### src/rtl/sfs_pkg.sv
package sfs_pkg;

	// default sizing
	localparam int DEF_MAX_FRAMES = 256;
	localparam int DEF_TIME_BITS  = 16;

	// configuration register map
	localparam int CFG_IDX_BITS = 2;
	localparam logic [CFG_IDX_BITS-1:0] REG_FRAME_COUNT  = 2'd0;
	localparam logic [CFG_IDX_BITS-1:0] REG_FRAME_PERIOD = 2'd1;
	localparam logic [CFG_IDX_BITS-1:0] REG_PLAY_MODE    = 2'd2;

	// register widths and reset values
	localparam int FCNT_BITS = 9;
	localparam int FPER_BITS = 16;
	localparam int MODE_BITS = 3;
	localparam logic [FCNT_BITS-1:0] FCNT_RESET = 9'd1;
	localparam logic [FPER_BITS-1:0] FPER_RESET = 16'd1000;
	localparam logic [MODE_BITS-1:0] MODE_RESET = 3'd4;

	// play_mode bit0: start at the last frame going backward
	localparam int MODE_REV_START = 0;

	// item fields
	localparam logic OP_TICK = 1'b0;
	localparam logic OP_PLAY = 1'b1;
	localparam int ELAPSED_BITS = 16;
	localparam int FRAME_IDX_BITS = 8;
	localparam int OUT_DATA_BITS = 16;

	typedef enum logic [1:0] {
		ST_IDLE,
		ST_RUN,
		ST_FMOD,
		ST_DONE
	} state_t;

	typedef enum logic [1:0] {
		ACT_WRAP,
		ACT_STOP,
		ACT_REVERSE
	} end_act_t;

endpackage

### src/rtl/sprite_frame_sequencer.sv
// Channel   Dir  Handshake            Payload
// s_*       in   s_tvalid / s_tready  tuser: opcode; tdata: elapsed
// m_*       out  m_tvalid / m_tready  tdata: frame_index, is_running, going_back
// cfg_*     in   cfg_valid/cfg_ready  cfg_index, cfg_data (always ready)
//
// Steps: a play or a stopped tick goes to DONE; a running tick goes to RUN, where each frame
// step subtracts the period, then checks the count in FMOD, looping after a mid-play count
// drop; a wrap up from frame 0 or a stop skips FMOD; stopped, RUN still takes off periods.
// Reset: asynchronous, active low; registers to defaults, stopped at frame 0, forward,
// first-tick flag armed. No clearing pass.
// Stalls: the next item is taken while a result waits in the output register; a finished
// item then waits in DONE until that register is free.
module sprite_frame_sequencer #(
	parameter int MAX_FRAMES = sfs_pkg::DEF_MAX_FRAMES,
	parameter int TIME_BITS  = sfs_pkg::DEF_TIME_BITS
) (
	input  logic clk,
	input  logic arst_n,

	input  logic                                  s_tvalid,
	output logic                                  s_tready,
	input  logic [sfs_pkg::ELAPSED_BITS-1:0]      s_tdata,   // [15:0] elapsed
	input  logic                                  s_tuser,   // [0] opcode

	output logic                                  m_tvalid,
	input  logic                                  m_tready,
	output logic [sfs_pkg::OUT_DATA_BITS-1:0]     m_tdata,   // [7:0] frame_index,
	                                                         // [8] is_running,
	                                                         // [9] going_back, rest 0

	input  logic                                  cfg_valid,
	output logic                                  cfg_ready,
	input  logic [sfs_pkg::CFG_IDX_BITS-1:0]      cfg_index,
	input  logic [sfs_pkg::FPER_BITS-1:0]         cfg_data
);

	// frame numbers run 0..MAX_FRAMES-1; FW+1 bits hold the count and one step past it
	localparam int FW  = (MAX_FRAMES > 2) ? $clog2(MAX_FRAMES) : 1;
	localparam int ATW = TIME_BITS + 1;                 // accumulator width
	localparam int W   = (ATW > FW + 1) ? ATW : FW + 1; // shared unit width

	// configuration registers
	logic [sfs_pkg::FCNT_BITS-1:0] fcnt_q;
	logic [sfs_pkg::FPER_BITS-1:0] fper_q;
	logic [sfs_pkg::MODE_BITS-1:0] mode_q;

	// playback state
	sfs_pkg::state_t state_q, state_d;
	logic [ATW-1:0] acc_q, acc_d;
	logic           first_q, first_d;
	logic           running_q, running_d;
	logic           back_q, back_d;
	logic [FW-1:0]  cf_q, cf_d;
	logic [FW:0]    r_q, r_d;       // frame candidate under modulo fix-up

	// output register
	logic                              m_valid_q;
	logic [sfs_pkg::OUT_DATA_BITS-1:0] m_data_q;
	logic                              out_load;
	logic                              out_free;

	// effective count and period
	logic [31:0]          fcnt_w, fc_w, per_w, el_w;
	logic [FW:0]          fc, fc_m1;
	logic [TIME_BITS-1:0] p_raw, p, el_t;
	logic [ATW-1:0]       acc_sum;

	// shared compare/subtract unit
	logic [W-1:0] ua, ub;
	logic [W:0]   udiff;
	logic         uge;

	// end handling
	logic           hit_top, hit_bot;
	logic           run_s, back_s;
	sfs_pkg::end_act_t act;
	logic [FW:0]    cf_up, cf_dn;

	function automatic sfs_pkg::end_act_t end_action(
		input logic [sfs_pkg::MODE_BITS-1:0] m,
		input logic                          top
	);
		sfs_pkg::end_act_t a;
		a = sfs_pkg::ACT_WRAP;
		if (top) begin
			if (m inside {3'd0, 3'd3}) a = sfs_pkg::ACT_STOP;
			else if (m inside {3'd2, 3'd6, 3'd7}) a = sfs_pkg::ACT_REVERSE;
		end else begin
			if (m inside {3'd1, 3'd2}) a = sfs_pkg::ACT_STOP;
			else if (m inside {3'd3, 3'd6, 3'd7}) a = sfs_pkg::ACT_REVERSE;
		end
		return a;
	endfunction

	assign s_tready  = (state_q == sfs_pkg::ST_IDLE);
	assign cfg_ready = 1'b1;
	assign m_tvalid  = m_valid_q;
	assign m_tdata   = m_data_q;
	assign out_free  = !m_valid_q || m_tready;

	// zero count reads as 1, counts above MAX_FRAMES clamp
	always_comb begin
		fcnt_w = 32'(fcnt_q);
		if (fcnt_q == '0) fc_w = 32'd1;
		else if (fcnt_w > 32'(MAX_FRAMES)) fc_w = 32'(MAX_FRAMES);
		else fc_w = fcnt_w;
	end
	assign fc    = fc_w[FW:0];
	assign fc_m1 = fc - (FW+1)'(1);

	// period masked to TIME_BITS, zero reads as 1
	assign per_w = 32'(fper_q);
	assign p_raw = per_w[TIME_BITS-1:0];
	assign p     = (p_raw == '0) ? TIME_BITS'(1) : p_raw;
	assign el_w  = 32'(s_tdata);
	assign el_t  = el_w[TIME_BITS-1:0];
	assign acc_sum = acc_q + ATW'(el_t);

	// unit: accumulator minus period in RUN, candidate minus count in FMOD
	assign ua    = (state_q == sfs_pkg::ST_FMOD) ? W'(r_q) : W'(acc_q);
	assign ub    = (state_q == sfs_pkg::ST_FMOD) ? W'(fc)  : W'(p);
	assign udiff = {1'b0, ua} - {1'b0, ub};
	assign uge   = ~udiff[W];

	assign cf_up   = {1'b0, cf_q} + (FW+1)'(1);
	assign cf_dn   = {1'b0, cf_q} - (FW+1)'(1);
	assign hit_bot = back_q && (cf_q == '0);
	assign hit_top = back_q ? ((cf_q != '0) && (cf_dn == fc)) : (cf_up == fc);

	always_comb begin
		act    = end_action(mode_q, hit_top);
		run_s  = 1'b1;
		back_s = back_q;
		if (hit_top || hit_bot) begin
			case (act)
				sfs_pkg::ACT_STOP:    run_s  = 1'b0;
				sfs_pkg::ACT_REVERSE: back_s = !back_q;
				default:              back_s = back_q;
			endcase
		end
	end

	always_comb begin
		state_d   = state_q;
		acc_d     = acc_q;
		first_d   = first_q;
		running_d = running_q;
		back_d    = back_q;
		cf_d      = cf_q;
		r_d       = r_q;
		out_load  = 1'b0;
		case (state_q)
			sfs_pkg::ST_IDLE: begin
				if (s_tvalid) begin
					if (s_tuser == sfs_pkg::OP_PLAY) begin
						running_d = 1'b1;
						first_d   = 1'b1;
						acc_d     = '0;
						if (mode_q[sfs_pkg::MODE_REV_START]) begin
							back_d = 1'b1;
							cf_d   = fc_m1[FW-1:0];
						end else begin
							back_d = 1'b0;
							cf_d   = '0;
						end
						state_d = sfs_pkg::ST_DONE;
					end else if (running_q) begin
						if (first_q) begin
							acc_d   = '0;
							first_d = 1'b0;
						end else begin
							acc_d = acc_sum;
						end
						state_d = sfs_pkg::ST_RUN;
					end else begin
						// tick while stopped changes nothing
						state_d = sfs_pkg::ST_DONE;
					end
				end
			end
			sfs_pkg::ST_RUN: begin
				if (uge) begin
					// once stopped, the loop carries on as the modulo by the period
					acc_d = udiff[ATW-1:0];
					if (running_q) begin
						if (run_s) begin
							back_d = back_s;
							if (back_s) begin
								if (cf_q == '0) begin
									cf_d = fc_m1[FW-1:0];
								end else begin
									r_d     = cf_dn;
									state_d = sfs_pkg::ST_FMOD;
								end
							end else begin
								r_d     = cf_up;
								state_d = sfs_pkg::ST_FMOD;
							end
						end else begin
							running_d = 1'b0;
						end
					end
				end else if (out_free) begin
					out_load = 1'b1;
					state_d  = sfs_pkg::ST_IDLE;
				end else begin
					state_d = sfs_pkg::ST_DONE;
				end
			end
			sfs_pkg::ST_FMOD: begin
				if (uge) begin
					r_d = udiff[FW:0];
				end else begin
					cf_d    = r_q[FW-1:0];
					state_d = sfs_pkg::ST_RUN;
				end
			end
			sfs_pkg::ST_DONE: begin
				if (out_free) begin
					out_load = 1'b1;
					state_d  = sfs_pkg::ST_IDLE;
				end
			end
			default: state_d = sfs_pkg::ST_IDLE;
		endcase
	end

	always_ff @(posedge clk or negedge arst_n) begin
		if (!arst_n) begin
			state_q   <= sfs_pkg::ST_IDLE;
			acc_q     <= '0;
			first_q   <= 1'b1;
			running_q <= 1'b0;
			back_q    <= 1'b0;
			cf_q      <= '0;
		end else begin
			state_q   <= state_d;
			acc_q     <= acc_d;
			first_q   <= first_d;
			running_q <= running_d;
			back_q    <= back_d;
			cf_q      <= cf_d;
		end
	end

	always_ff @(posedge clk) begin
		r_q <= r_d;
	end

	// configuration writes; an index past the map is dropped
	always_ff @(posedge clk or negedge arst_n) begin
		if (!arst_n) begin
			fcnt_q <= sfs_pkg::FCNT_RESET;
			fper_q <= sfs_pkg::FPER_RESET;
			mode_q <= sfs_pkg::MODE_RESET;
		end else if (cfg_valid && cfg_ready) begin
			case (cfg_index)
				sfs_pkg::REG_FRAME_COUNT:  fcnt_q <= cfg_data[sfs_pkg::FCNT_BITS-1:0];
				sfs_pkg::REG_FRAME_PERIOD: fper_q <= cfg_data;
				sfs_pkg::REG_PLAY_MODE:    mode_q <= cfg_data[sfs_pkg::MODE_BITS-1:0];
				default: ;
			endcase
		end
	end

	// output register
	always_ff @(posedge clk or negedge arst_n) begin
		if (!arst_n) begin
			m_valid_q <= 1'b0;
		end else if (out_load) begin
			m_valid_q <= 1'b1;
		end else if (m_tready) begin
			m_valid_q <= 1'b0;
		end
	end

	always_ff @(posedge clk) begin
		if (out_load) begin
			m_data_q <= {6'b0, back_q, running_q, sfs_pkg::FRAME_IDX_BITS'(cf_q)};
		end
	end

`ifndef SYNTH
	a_busy_after_transfer: assert property (@(posedge clk) disable iff (!arst_n)
		(s_tvalid && s_tready) |=> !s_tready)
		else $error("input taken again straight after a transfer");

	a_fixup_in_range: assert property (@(posedge clk) disable iff (!arst_n)
		(state_q == sfs_pkg::ST_FMOD && !uge) |=> ({1'b0, cf_q} < fc))
		else $error("frame left at or above count after fix-up");

	a_stopped_frame_holds: assert property (@(posedge clk) disable iff (!arst_n)
		(state_q == sfs_pkg::ST_RUN && !running_q) |=> $stable(cf_q))
		else $error("frame moved while stopped");

	a_accum_below_period: assert property (@(posedge clk) disable iff (!arst_n)
		(state_q == sfs_pkg::ST_RUN && !uge) |=> (W'(acc_q) < W'(p)))
		else $error("accumulator not below period at end of tick");
`endif

endmodule

### config.mk
export PLATFORM = sky130hd
export DESIGN_NAME = sprite_frame_sequencer
export DESIGN_NICKNAME = d
export VERILOG_FILES = /design/src/rtl/sfs_pkg.sv /design/src/rtl/sprite_frame_sequencer.sv
export SDC_FILE = /design/constraint.sdc
export NUM_CORES = 1
export LEC_CHECK = 0
export BUFFER_PORTS_ARGS = -buffer_cell sky130_fd_sc_hd__buf_4
export CORE_ASPECT_RATIO = 0.7
export CORE_UTILIZATION = 60
export CTS_CLUSTER_SIZE = 40
export DETAILED_ROUTE_END_ITERATION = 10
export PLACE_DENSITY_LB_ADDON = 0.1
export SYNTH_ARGS = -nofsm -noshare
export SYNTH_HDL_FRONTEND = slang
export SYNTH_SLANG_ARGS = --single-unit
### constraint.sdc
create_clock -name clk -period 14.03 [get_ports clk]
set_input_delay 2.806 -clock clk [delete_from_list [all_inputs] [get_ports clk]]
set_output_delay 2.806 -clock clk [all_outputs]
set_load 0.03 [all_outputs]
==> results of run 1 <==
stage by stage:
step | area (sq um) | instances | setup WS (ns)
finish | 7060 | 845 | 8.45
global route | 7060 | 845 | 8.26
CTS | 7040 | 844 | 8.48
detailed placement | 6690 | 828 | 8.13
global placement | 6690 | 828 | 8.19
floorplan | 6310 | 683 | 8.67
metal layers:
metal	wire (um)	up-vias	GRT usage, %	part of all wire [%]
li1	-	2555	-	-
met4	252	0	8.76	1.5
met5	0	-	0	0
met3	1440	28	6.48	8.6
met2	7140	251	47.4	43
met1	7930	2657	46.3	47
sequential cells by signal, summed over array words and instances (netlist names):
register   cells
mode_q         3
cf_q           8
m_tdata       10
fper_q        16
fcnt_q         9
running_q      1
state_q        2
back_q         1
first_q        1
m_tvalid       1
r_q            9
acc_q         17
cell usage after synthesis, types with 3 or more instances:
| cell | n |
|---|---|
| nand4_1 | 10 |
| nand3_1 | 17 |
| a41oi_1 | 3 |
| a31oi_1 | 10 |
| or4_1 | 3 |
| ha_1 | 39 |
| mux2_2 | 39 |
| nor4_1 | 6 |
| o21ai_0 | 31 |
| a22oi_1 | 16 |
| inv_1 | 20 |
| o2111ai_1 | 4 |
| buf_6 | 4 |
| buf_2 | 7 |
| nor2b_1 | 21 |
| and2_1 | 6 |
| edfxtp_1 | 19 |
| a21o_1 | 13 |
| o31ai_1 | 3 |
| xnor2_1 | 27 |
| mux2i_1 | 14 |
| nand2_1 | 46 |
| dfrtp_1 | 50 |
| o21a_1 | 4 |
| a211oi_1 | 3 |
| xor2_1 | 17 |
| xnor3_1 | 3 |
| nor2_1 | 58 |
| dfstp_2 | 9 |
| nor3b_1 | 4 |
| buf_4 | 8 |
| a2111oi_0 | 3 |
| a21oi_1 | 45 |
| clkbuf_1 | 19 |
| and3_1 | 8 |
| nor3_1 | 19 |
| or3_1 | 12 |
| mux2_4 | 5 |
| nand3b_1 | 5 |
power by group through the flow:
| stage | clock network (uW) | logic, uW | registers (uW) |
|---|---|---|---|
| floorplan | 0 | 1000 | 440 |
| global placement | 0 | 1250 | 458 |
| detailed placement | 0 | 1280 | 462 |
| CTS | 275 | 1300 | 461 |
| global route | 283 | 1440 | 474 |
| finish | 273 | 1320 | 464 |
cells by family (layout without fill, tap and decap cells):
group                    Yosys count  in the layout
AND/OR/NAND/NOR                  229            229
XOR/XNOR                          48             48
adder cells (fa/ha/maj)           41             41
multiplexers                      58             58
AO/OA/AOI/OAI                    163            163
buffers and inverters             59             93
flip-flops                        78             78
other                              2              7
worst paths after layout:
path	from	end	slack, ns	depth (start not counted)
max	s_tdata[0]	acc_q[14]	8.45	12
min	fper_q[12]	fper_q[12]	0.54	1
max reg2reg	state_q[0]	m_tdata[7]	8.63	16
min reg2reg	fper_q[12]	fper_q[12]	0.54	1
max in group asynchronous	arst_n	acc_q[7]	10.95	1
min in group asynchronous	arst_n	acc_q[16]	2.53	1
final cells by class:
| cell class | instances | share of cell area (%) |
|---|---|---|
| Inverter | 20 | 1.06 |
| Timing Repair Buffer | 57 | 6.12 |
| Multi-Input combinational cell | 546 | 56.3 |
| Sequential cell | 78 | 29.2 |
| Tap cell | 128 | 2.27 |
| Clock buffer | 12 | 4.26 |
| Clock inverter | 4 | 0.798 |
==> summary.txt, run 1 <==
Floorplan
  • Die width: 124 um
  • Full die area: 10900 sq um
  • Placeable Area: 9950 sq um
  • Starting density of the core: 63.3%
  • Top-Level Pins: 59
  • Die Y: 87.7 um
  • FP Rows: 30

Global route
  • Vias in the first global route: 5085
  • Total congestion overflow: 0
  • Largest net degree at the start of global routing: 60
  • First-pass GRT wire length: 26600 um
  • Gr usage total: 31.6%
  • Initial antenna violation count: 0

Timing
  • Setup violators final: 0
  • Hold Violations, Final: 0
  • Skew final: 0.00812 ns
  • Minimum clock period: 5.58 ns
  • Setup TNS: 0 ns
  • Slew Limit Fails: 0
  • RSZ-0062 raised after global routing: false
  • Tcrit/Tclk final: 39.8%
  • Final hold slack: 0.537 ns
  • Fmax: 0.179 GHz
  • Worst Tran Pin Value: 1.04 ns
  • Slew HR: 30.9%

Power and ir drop
  • Clock network fraction of total power: 13.3%
  • Switch Pwr: 990 uW
  • Logic pwr share: 64.2%
  • Overall power after layout: 2060 uW
  • Pwr per Cell Area: 292 nW/um^2
  • P_int: 1070 uW
  • Reg power frac: 22.5%
  • Leakage: 0.00299 uW
  • Sw frac: 48.0%
  • Worst vdd ir: 0.144 mV

Hold path
  • Hold Path Class: flip-flop to flip-flop

Job
  • Maxcap violations: 0

Cells and area
  • Nets: 793
  • Syn-to-layout area delta: 12.1%
  • Area occupied by multi-input gates: 3970 sq um
  • Most frequent cells in the layout: nor2_1 (58), buf_4 (56), dfrtp_1 (50)
  • Seq. cell area: 2060 sq um
  • Fin util: 70.9%
  • Fillcell total: 805
  • Leading cell type in the layout, fill and taps excluded: nor2_1
  • Share of layout cells above drive strength 1: 20.1%
  • Ant. Diodes: 0

Clock tree
  • Post-CTS setup buffers: 0
  • Post-CTS Hold Buffers: 0
  • Total CTS buffers: 9
  • CTS Sinks: 78
  • H-tree depth: 3
  • Max Root-Sink Buffers: 2
  • CTS tree: built
  • Post-cts gate resize count: 0
  • Worst skew pair latency: 0.34 ns
  • Clk slew on worst S/H paths: 0.06 ns
  • Root buf cell: clkbuf_16

Critical path
  • Critical path endpoint category: flip-flop
  • Crit path DAT: 5.78 ns
  • Crit path max-delay family: compound AO/OA/AOI/OAI gates
  • Slowest CP cell: a2111oi_0
  • Setup Crit Path Kind: primary input to flip-flop
  • Crit Path Max Fanout: 3
  • Worst Path Buf+Inv: 1
  • Worst setup SP type: primary input
  • Crit-path cells: buf_4 > ha_1 > fa_1 > a21o_1 > a21o_1 > a2111oi_0 > nor3_1 > nor3_1 > o31ai_1 > or2_2 > a31oi_1 > a21oi_1
  • Worst path max stage delay: 0.59 ns
  • Critical Path RT: 14.23 ns

Synth
  • EDFF count, synth: 19
  • Distinct cell type count after synthesis: 77
  • Synth Area in Adders: 8.39%
  • Synth Area in Compound Gates: 17.6%
  • Synth Area in XOR/XNOR: 7.45%
  • Area leader, netlist: dfrtp_1
  • Main area contributors after synthesis: dfrtp_1 (20%), edfxtp_1 (9.1%), ha_1 (7.8%)
  • Mapped cell area: 6300 sq um
  • Yosys top cell area share: 19.9%
  • Share of flip-flops with an asynchronous set or reset: 75.6%
  • Avg Cell Area, Syn: 9.29 sq um
  • Syn Inst Count: 678
  • Seq/Total Area, Yosys: 32.7%
  • Ys flop type: dfrtp_1
  • Yosys warns: 0
  • Synth Area in Simple Gates: 18.8%
  • Register bit total from synthesis: 78
  • Largest family of logic cells by synthesized area: simple AND/OR/NAND/NOR gates
  • Mux share of post-synthesis cell area: 10.4%

Route
  • Pre-antenna DRT Iters: 5
  • Via Count: 5491
  • Residual DRC: 0
  • WL/cell: 19.8 um
  • Initial DRC Count: 416
  • Final wirelength: 16800 um
  • Final ANT Viol Nets: 0
  • Vias per cell: 6.50

Placed design
  • Dpl hpwl: 12600 um
  • Port buffer count: 51
  • Routability congestion estimate: 0.912

Status
  • Status: finished, final reports clean
Note: power is estimated with default switching activity, not from simulation.
==> run 2, diff against run 1 <==
- ABC_AREA: unset -> 1
- CORE_UTILIZATION: 60 -> 55
- clock period: 14.03 -> 4.9 ns (I/O delays scaled with it)
==> run 2 against run 1 <==
Effect of this change:
- sequential share of layout area is 0.32 points higher
- critical path depth is 5 higher
- non-clock buffer count is 1 higher
- cell count is 25% higher
- combinational power grew to 2.7 times the previous value
- worst hold slack worse by 0.071 ns
- sequential power grew to 2.6 times the previous value
- die area is 7.9% higher
- clock-buffer cell count is 2 lower
- register-to-register slack worse by 8.0 ns
- first-iteration DRC count is 49% higher
==> summary.txt, run 2 <==
Floorplan
  • Top-Level Pins: 59 (unchanged)
  • Die Y: 91.1 um (was 87.7 um)
  • Placeable Area: 11000 sq um (was 9950 sq um)
  • Die width: 129 um (was 124 um)
  • Full die area: 11800 sq um (was 10900 sq um)
  • Starting density of the core: 56.7% (was 63.3%)
  • FP Rows: 32 (was 30)

Timing
  • Fmax: 0.233 GHz
  • Worst Tran Pin Value: 0.862 ns (was 1.04 ns)
  • Tcrit/Tclk final: 87.6%
  • Setup violators final: 0 (unchanged)
  • Setup TNS: 0 ns (unchanged)
  • RSZ-0062 raised after global routing: false (unchanged)
  • Skew final: 0.00626 ns (was 0.00812 ns)
  • Slew Limit Fails: 0 (unchanged)
  • Slew HR: 42.4% (was 30.9%)
  • Minimum clock period: 4.29 ns
  • Hold Violations, Final: 0 (unchanged)

Power and ir drop
  • Sw frac: 52.4% (was 48.0%)
  • Pwr per Cell Area: 770 nW/um^2 (was 292 nW/um^2)
  • P_int: 2560 uW (was 1070 uW)
  • Clock network fraction of total power: 12.2% (was 13.3%)
  • Switch Pwr: 2820 uW (was 990 uW)
  • Overall power after layout: 5370 uW (was 2060 uW)
  • Leakage: 0.00347 uW (was 0.00299 uW)
  • Worst vdd ir: 0.345 mV (was 0.144 mV)
  • Logic pwr share: 65.4% (was 64.2%)
  • Reg power frac: 22.4% (was 22.5%)

Synth
  • Largest family of logic cells by synthesized area: simple AND/OR/NAND/NOR gates (unchanged)
  • Yosys warns: 0 (unchanged)
  • Synth Area in XOR/XNOR: 3.51% (was 7.45%)
  • Area leader, netlist: dfrtp_1 (unchanged)
  • Syn Inst Count: 855 (was 678)
  • Seq/Total Area, Yosys: 33.0% (was 32.7%)
  • Synth Area in Adders: 8.46% (was 8.39%)
  • Main area contributors after synthesis: dfrtp_1 (20%), nand2_1 (15%), edfxtp_1 (9.1%) (was dfrtp_1 (20%), edfxtp_1 (9.1%), ha_1 (7.8%))
  • Distinct cell type count after synthesis: 51 (was 77)
  • Mux share of post-synthesis cell area: 1.26% (was 10.4%)
  • Register bit total from synthesis: 78 (unchanged)
  • Yosys top cell area share: 20.1% (was 19.9%)
  • Ys flop type: dfrtp_1 (unchanged)
  • Synth Area in Compound Gates: 15.0% (was 17.6%)
  • Commonest cells post-synth: nand2_1 (255), inv_1 (76), o21ai_0 (67) (was nor2_1 (58), dfrtp_1 (50), nand2_1 (46))
  • Avg Cell Area, Syn: 7.30 sq um (was 9.29 sq um)
  • Most frequent cell after synthesis: nand2_1 (was nor2_1)
  • Mapped cell area: 6240 sq um (was 6300 sq um)
  • Share of flip-flops with an asynchronous set or reset: 75.6% (unchanged)
  • Synth Area in Simple Gates: 30.4% (was 18.8%)
  • EDFF count, synth: 19 (unchanged)

Clock tree
  • Worst skew pair latency: 0.34 ns (about the same)
  • Max Root-Sink Buffers: 2 (unchanged)
  • Total CTS buffers: 9 (unchanged)
  • Root buf cell: clkbuf_16 (unchanged)
  • Post-CTS Hold Buffers: 0 (unchanged)
  • CTS Sinks: 78 (unchanged)
  • Clk slew on worst S/H paths: 0.06 ns (about the same)
  • CTS tree: built (unchanged)
  • H-tree depth: 3 (unchanged)

Cells and area
  • Largest reg by FF count: acc_q (unchanged)
  • Most frequent cells in the layout: nand2_1 (255), inv_1 (76), o21ai_0 (67) (was nor2_1 (58), buf_4 (56), dfrtp_1 (50))
  • Max FFs per register: 17 (unchanged)
  • Syn-to-layout area delta: 11.9% (was 12.1%)
  • Leading cell type in the layout, fill and taps excluded: nand2_1 (was nor2_1)
  • Fin cells: 1056 (was 845)
  • Ant. Diodes: 0 (unchanged)
  • Share of layout cells above drive strength 1: 14.3% (was 20.1%)
  • Nets: 979 (was 793)

Route
  • Final ANT Viol Nets: 0 (unchanged)
  • WL/cell: 16.7 um (was 19.8 um)
  • Pre-antenna DRT Iters: 5 (unchanged)
  • Residual DRC: 0 (unchanged)
  • Vias per cell: 5.65 (was 6.50)
  • Initial DRC Count: 619 (was 416)
  • Final wirelength: 17600 um (was 16800 um)
  • Via Count: 5963 (was 5491)

Critical path
  • Critical Path RT: 4.87 ns (was 14.23 ns)
  • Worst setup SP type: flip-flop (was primary input)
  • Crit path DAT: 4.26 ns (was 5.78 ns)
  • Critical path endpoint category: flip-flop (unchanged)
  • Crit Path Max Fanout: 16 (was 3)
  • Setup Crit Path Kind: flip-flop to flip-flop (was primary input to flip-flop)

Global route
  • Total congestion overflow: 0 (unchanged)
  • Gr usage total: 31.8% (was 31.6%)
  • First-pass GRT wire length: 28500 um (was 26600 um)
  • Initial antenna violation count: 0 (unchanged)
  • Vias in the first global route: 5587 (was 5085)
  • Largest net degree at the start of global routing: 60 (unchanged)

Placed design
  • Placed insts: 1040 (was 828)
  • Port buffer count: 51 (unchanged)
  • Dpl hpwl: 14200 um (was 12600 um)
  • Routability congestion estimate: 0.952 (was 0.912)

Hold path
  • Hold Path Class: flip-flop to flip-flop (unchanged)

Job
  • Maxcap violations: 0 (unchanged)

Status
  • Status: finished, final reports clean (unchanged)
-- run 2: repair_timing --
action                     in CTS  in global routing
resized for setup               0                  1
hold endpoints to repair        0                  0
setup buffers                   0                  0
setup endpoints to repair       0                  7
-- run 2: stage by stage --
step / setup WS, ns / utilization [%] / hold slack, ns / cell area (sq um)
after floorplan: 0.832 / - / 0.420 / 6260
after global placement: 0.643 / 60.7 / 0.449 / 6680
after detailed placement: 0.435 / 60.7 / 0.455 / 6680
after CTS: 0.424 / 63.3 / 0.466 / 6970
after global routing: 0.143 / 63.4 / 0.492 / 6980
final: 0.608 / 63.4 / 0.466 / 6980
-- run 2: critical path: stages, from the launching register on --
cell and delay, ns:
dfrtp_1 0.41, inv_1 0.13, ha_1 0.18, clkinv_1 0.32, buf_4 0.32, nand2_1 0.07, nand2_1 0.06, ha_1 0.36
a21o_1 0.18, a21oi_1 0.19, o21ai_1 0.15, nand2_1 0.08, nand4_1 0.11, nand2_1 0.09, nand3b_1 0.17, nor2_1 0.35
nor2_1 0.12, nor2_1 0.60
-- run 2: per-layer routing --
metal  track usage (%)  vias up  routed length [um]
met5                 0        -                   0
met4              7.25        0                 222
met3              7.01       22                1570
met2              45.4      237                7200
met1              48.1     2772                8630
li1                  -     2932                   -
-- run 2: layout make-up --
type	instances	area (sq um)
Clock buffer	10	229
Inverter	83	312
Timing Repair Buffer	58	435
Tap cell	153	191
Multi-Input combinational cell	668	3690
Clock inverter	6	62.6
Fill cell	1016	4030
Sequential cell	78	2060
-- run 2: power groups by stage --
stage,clock [uW],sequential [uW],combinational (uW)
after floorplan,0,1180,2540
after global routing,690,1230,3900
after global placement,0,1200,3350
final,656,1200,3520
after detailed placement,0,1210,3430
after CTS,665,1200,3450
-- run 2: kinds of logic after synthesis --
logic type                 count (synthesis)
other                                      2
and+or+nand+nor                          421
muxes                                      7
xor gates and xnor gates                  25
buffers and inverters                    114
AOI/OAI and AO/OA                        167
DFF                                       78
adders and majority gates                 41
-- run 2: path summary, 6_finish.rpt --
| path | startpoint | end | slack, ns | cells after the start |
|---|---|---|---|---|
| worst max-delay path | state_q[0] | m_tdata[5] | 0.61 | 17 |
| worst min-delay path | first_q | first_q | 0.47 | 2 |
| worst max register to register | state_q[0] | m_tdata[5] | 0.61 | 17 |
| worst min register to register | first_q | first_q | 0.47 | 2 |
| max in group asynchronous | arst_n | mode_q[1] | 3.68 | 1 |
| min in group asynchronous | arst_n | acc_q[1] | 0.68 | 1 |
==> run 3, diff against run 2 <==
- BUFFER_PORTS_ARGS: -buffer_cell sky130_fd_sc_hd__buf_4 -> -buffer_cell sky130_fd_sc_hd__buf_2
==> run 3 against run 2 <==
Effect of this change:
- global-route usage down 0.54 points
- cell count hardly changed
- die area unchanged
- via count increased by 0.37%
- clock skew increased by 0.00087 ns
- sequential share of layout area increased by 0.49 points
- setup slack gained 0.11 ns
- sequential cell count unchanged
- critical path type unchanged
- critical endpoint is now m_tdata[7]
==> summary.txt, run 3 (synthesized netlist as in run 2, its figures left out) <==
Hold path
  • Hold Path Sink: first_q (unchanged)
  • Hold Path Origin: first_q (unchanged)
  • Hold Path Class: flip-flop to flip-flop (unchanged)
  • Hold-critical path depth: 2 (unchanged)

Critical path
  • Worst path max stage delay: 0.60 ns (about the same)
  • Crit path DAT: 4.15 ns (was 4.26 ns)
  • Worst setup SP type: flip-flop (unchanged)
  • Slowest CP cell: nor2_1 (unchanged)
  • Levels on crit path: 16 (was 17)
  • Worst R2R End: m_tdata[7] (was m_tdata[5])
  • Crit path max-delay family: simple AND/OR/NAND/NOR gates (unchanged)
  • Launching point of the worst reg2reg path: state_q[0] (unchanged)
  • Critical path endpoint category: flip-flop (unchanged)
  • Crit-path cells: inv_1 > ha_1 > buf_4 > o21ai_0 > ha_1 > a21oi_1 > nand2_1 > a21oi_1 > o21ai_1 > nand2_1 > nand4_1 > nand2_1 > nand3b_1 > nor2_1 > nor2_1 > nor2_1 (was inv_1 > ha_1 > clkinv_1 > buf_4 > nand2_1 > nand2_1 > ha_1 > a21o_1 > a21oi_1 > o21ai_1 > nand2_1 > nand4_1 > nand2_1 > nand3b_1 > nor2_1 > nor2_1 > nor2_1)
  • Setup slack, reg-to-reg: 0.72 ns (was 0.61 ns)
  • Critical Path RT: 4.87 ns (about the same)
  • Crit Path Max Fanout: 38 (was 16)
  • Setup Crit Path Kind: flip-flop to flip-flop (unchanged)
  • Worst Path Buf+Inv: 2 (was 3)
  • Reg2Reg Depth: 16 (was 17)

Timing
  • Final worst slack: 0.719 ns (was 0.608 ns)
  • Worst Tran Pin Value: 0.860 ns (was 0.862 ns)
  • Slew Limit Fails: 0 (unchanged)
  • Tcrit/Tclk final: 85.3% (was 87.6%)
  • Setup violators final: 0 (unchanged)
  • Minimum clock period: 4.18 ns (was 4.29 ns)
  • Hold Violations, Final: 0 (unchanged)
  • Setup TNS: 0 ns (unchanged)
  • Slew HR: 42.5% (was 42.4%)
  • Skew final: 0.00712 ns (was 0.00626 ns)
  • Fmax: 0.239 GHz (was 0.233 GHz)
  • RSZ-0062 raised after global routing: false (unchanged)

Placed design
  • Dpl hpwl: 14100 um (was 14200 um)
  • Port buffer count: 51 (unchanged)
  • Pre-CTS setup slack: 0.562 ns (was 0.435 ns)
  • Placed cell area: 6550 sq um (was 6680 sq um)
  • Routability congestion estimate: 0.956 (was 0.952)

Floorplan
  • Die Y: 91.1 um (unchanged)
  • FP Rows: 32 (unchanged)
  • Top-Level Pins: 59 (unchanged)
  • Full die area: 11800 sq um (unchanged)
  • Die width: 129 um (unchanged)
  • Starting density of the core: 56.7% (unchanged)
  • Placeable Area: 11000 sq um (unchanged)

Route
  • Via Count: 5985 (was 5963)
  • Initial DRC Count: 569 (was 619)
  • WL/cell: 16.5 um (was 16.7 um)
  • Final ANT Viol Nets: 0 (unchanged)
  • Final wirelength: 17400 um (was 17600 um)
  • Vias per cell: 5.67 (was 5.65)
  • Pre-antenna DRT Iters: 5 (unchanged)
  • Residual DRC: 0 (unchanged)

Global route
  • Largest net degree at the start of global routing: 47 (was 60)
  • Most Crowded Layer GR: met1 (unchanged)
  • Initial antenna violation count: 0 (unchanged)
  • Gr usage total: 31.2% (was 31.8%)
  • Total congestion overflow: 0 (unchanged)
  • M2 GR Usage: 44.2% (was 45.4%)
  • Vias in the first global route: 5391 (was 5587)
  • Met1 usage: 48.3% (was 48.1%)
  • Met3 GRT Util: 7.13% (was 7.01%)
  • First-pass GRT wire length: 28100 um (was 28500 um)

Clock tree
  • Post-CTS Hold Buffers: 0 (unchanged)
  • H-tree depth: 3 (unchanged)
  • Max Root-Sink Buffers: 2 (unchanged)
  • CTS Sinks: 78 (unchanged)
  • Root buf cell: clkbuf_16 (unchanged)
  • Clk slew on worst S/H paths: 0.06 ns (about the same)
  • Worst skew pair latency: 0.34 ns (about the same)
  • CTS tree: built (unchanged)
  • Total CTS buffers: 9 (unchanged)

Power and ir drop
  • Overall power after layout: 5400 uW (was 5370 uW)
  • Worst vdd ir: 0.360 mV (was 0.345 mV)
  • Leakage: 0.00344 uW (was 0.00347 uW)
  • Pwr per Cell Area: 787 nW/um^2 (was 770 nW/um^2)

Job
  • Maxcap violations: 0 (unchanged)

Cells and area
  • Syn-to-layout area delta: 10.0% (was 11.9%)
  • Max FFs per register: 17 (unchanged)
  • Fillcell total: 986 (was 1016)
  • Leading cell type in the layout, fill and taps excluded: nand2_1 (unchanged)
  • Nets: 978 (was 979)
  • Share of layout cells above drive strength 1: 14.3% (about the same)
  • Ant. Diodes: 0 (unchanged)
  • Largest reg by FF count: acc_q (unchanged)
  • Final instance area: 6870 sq um (was 6980 sq um)
  • Most frequent cells in the layout: nand2_1 (255), inv_1 (76), o21ai_0 (67) (unchanged)

Status
  • Status: finished, final reports clean (unchanged)
==> run 3: where the power goes <==
part | switching [uW] | internal, uW
Combinational | 2330 | 1150
Sequential | 234 | 971
Clock | 273 | 444
Total | 2830 | 2570
==> run 3: cell type report <==
class	count	area (sq um)	area share, %
Inverter	83	312	4.54
Clock inverter	7	87.6	1.28
Sequential cell	78	2060	30.0
Timing Repair Buffer	57	300	4.37
Tap cell	153	191	2.79
Multi-Input combinational cell	668	3690	53.8
Clock buffer	9	225	3.28
==> run 3: what timing repair did <==
| action | in CTS | in global routing |
|---|---|---|
| endpoints found under the setup margin | 0 | 1 |
| buffers inserted | 0 | 0 |
| resized for setup | 0 | 1 |
==> run 3: worst max-delay path by stage <==
stage	from	endpoint	slack, ns
6_report	state_q[0]	m_tdata[7]	0.72
5_1_grt	state_q[0]	m_tdata[1]	0.32
4_1_cts	state_q[0]	acc_q[12]	0.51
3_5_place_dp	state_q[0]	acc_q[12]	0.56
3_3_place_gp	state_q[0]	acc_q[12]	0.82
2_1_floorplan	state_q[0]	r_q[0]	0.83
==> run 3: worst min-delay path, stage by stage, from the launching register on <==
cell and delay, ns:
dfstp_2 0.37, nand2_1 0.06, nand2_1 0.05
==> run 3: routing by layer <==
metal | vias up | share of wire (%) | wire, um
met4 | 0 | 0.52 | 90
met3 | 8 | 9.0 | 1570
met2 | 258 | 41 | 7100
met1 | 2778 | 50 | 8630
met5 | - | 0 | 0
li1 | 2941 | - | -
==> run 3: per-stage QoR <==
stage	hold slack (ns)	utilization, %	instances
finish	0.482	62.4	1055
global placement	0.449	59.4	1039
global route	0.510	62.4	1055
CTS	0.482	62.3	1055
floorplan	0.420	-	860
detailed placement	0.472	59.4	1039
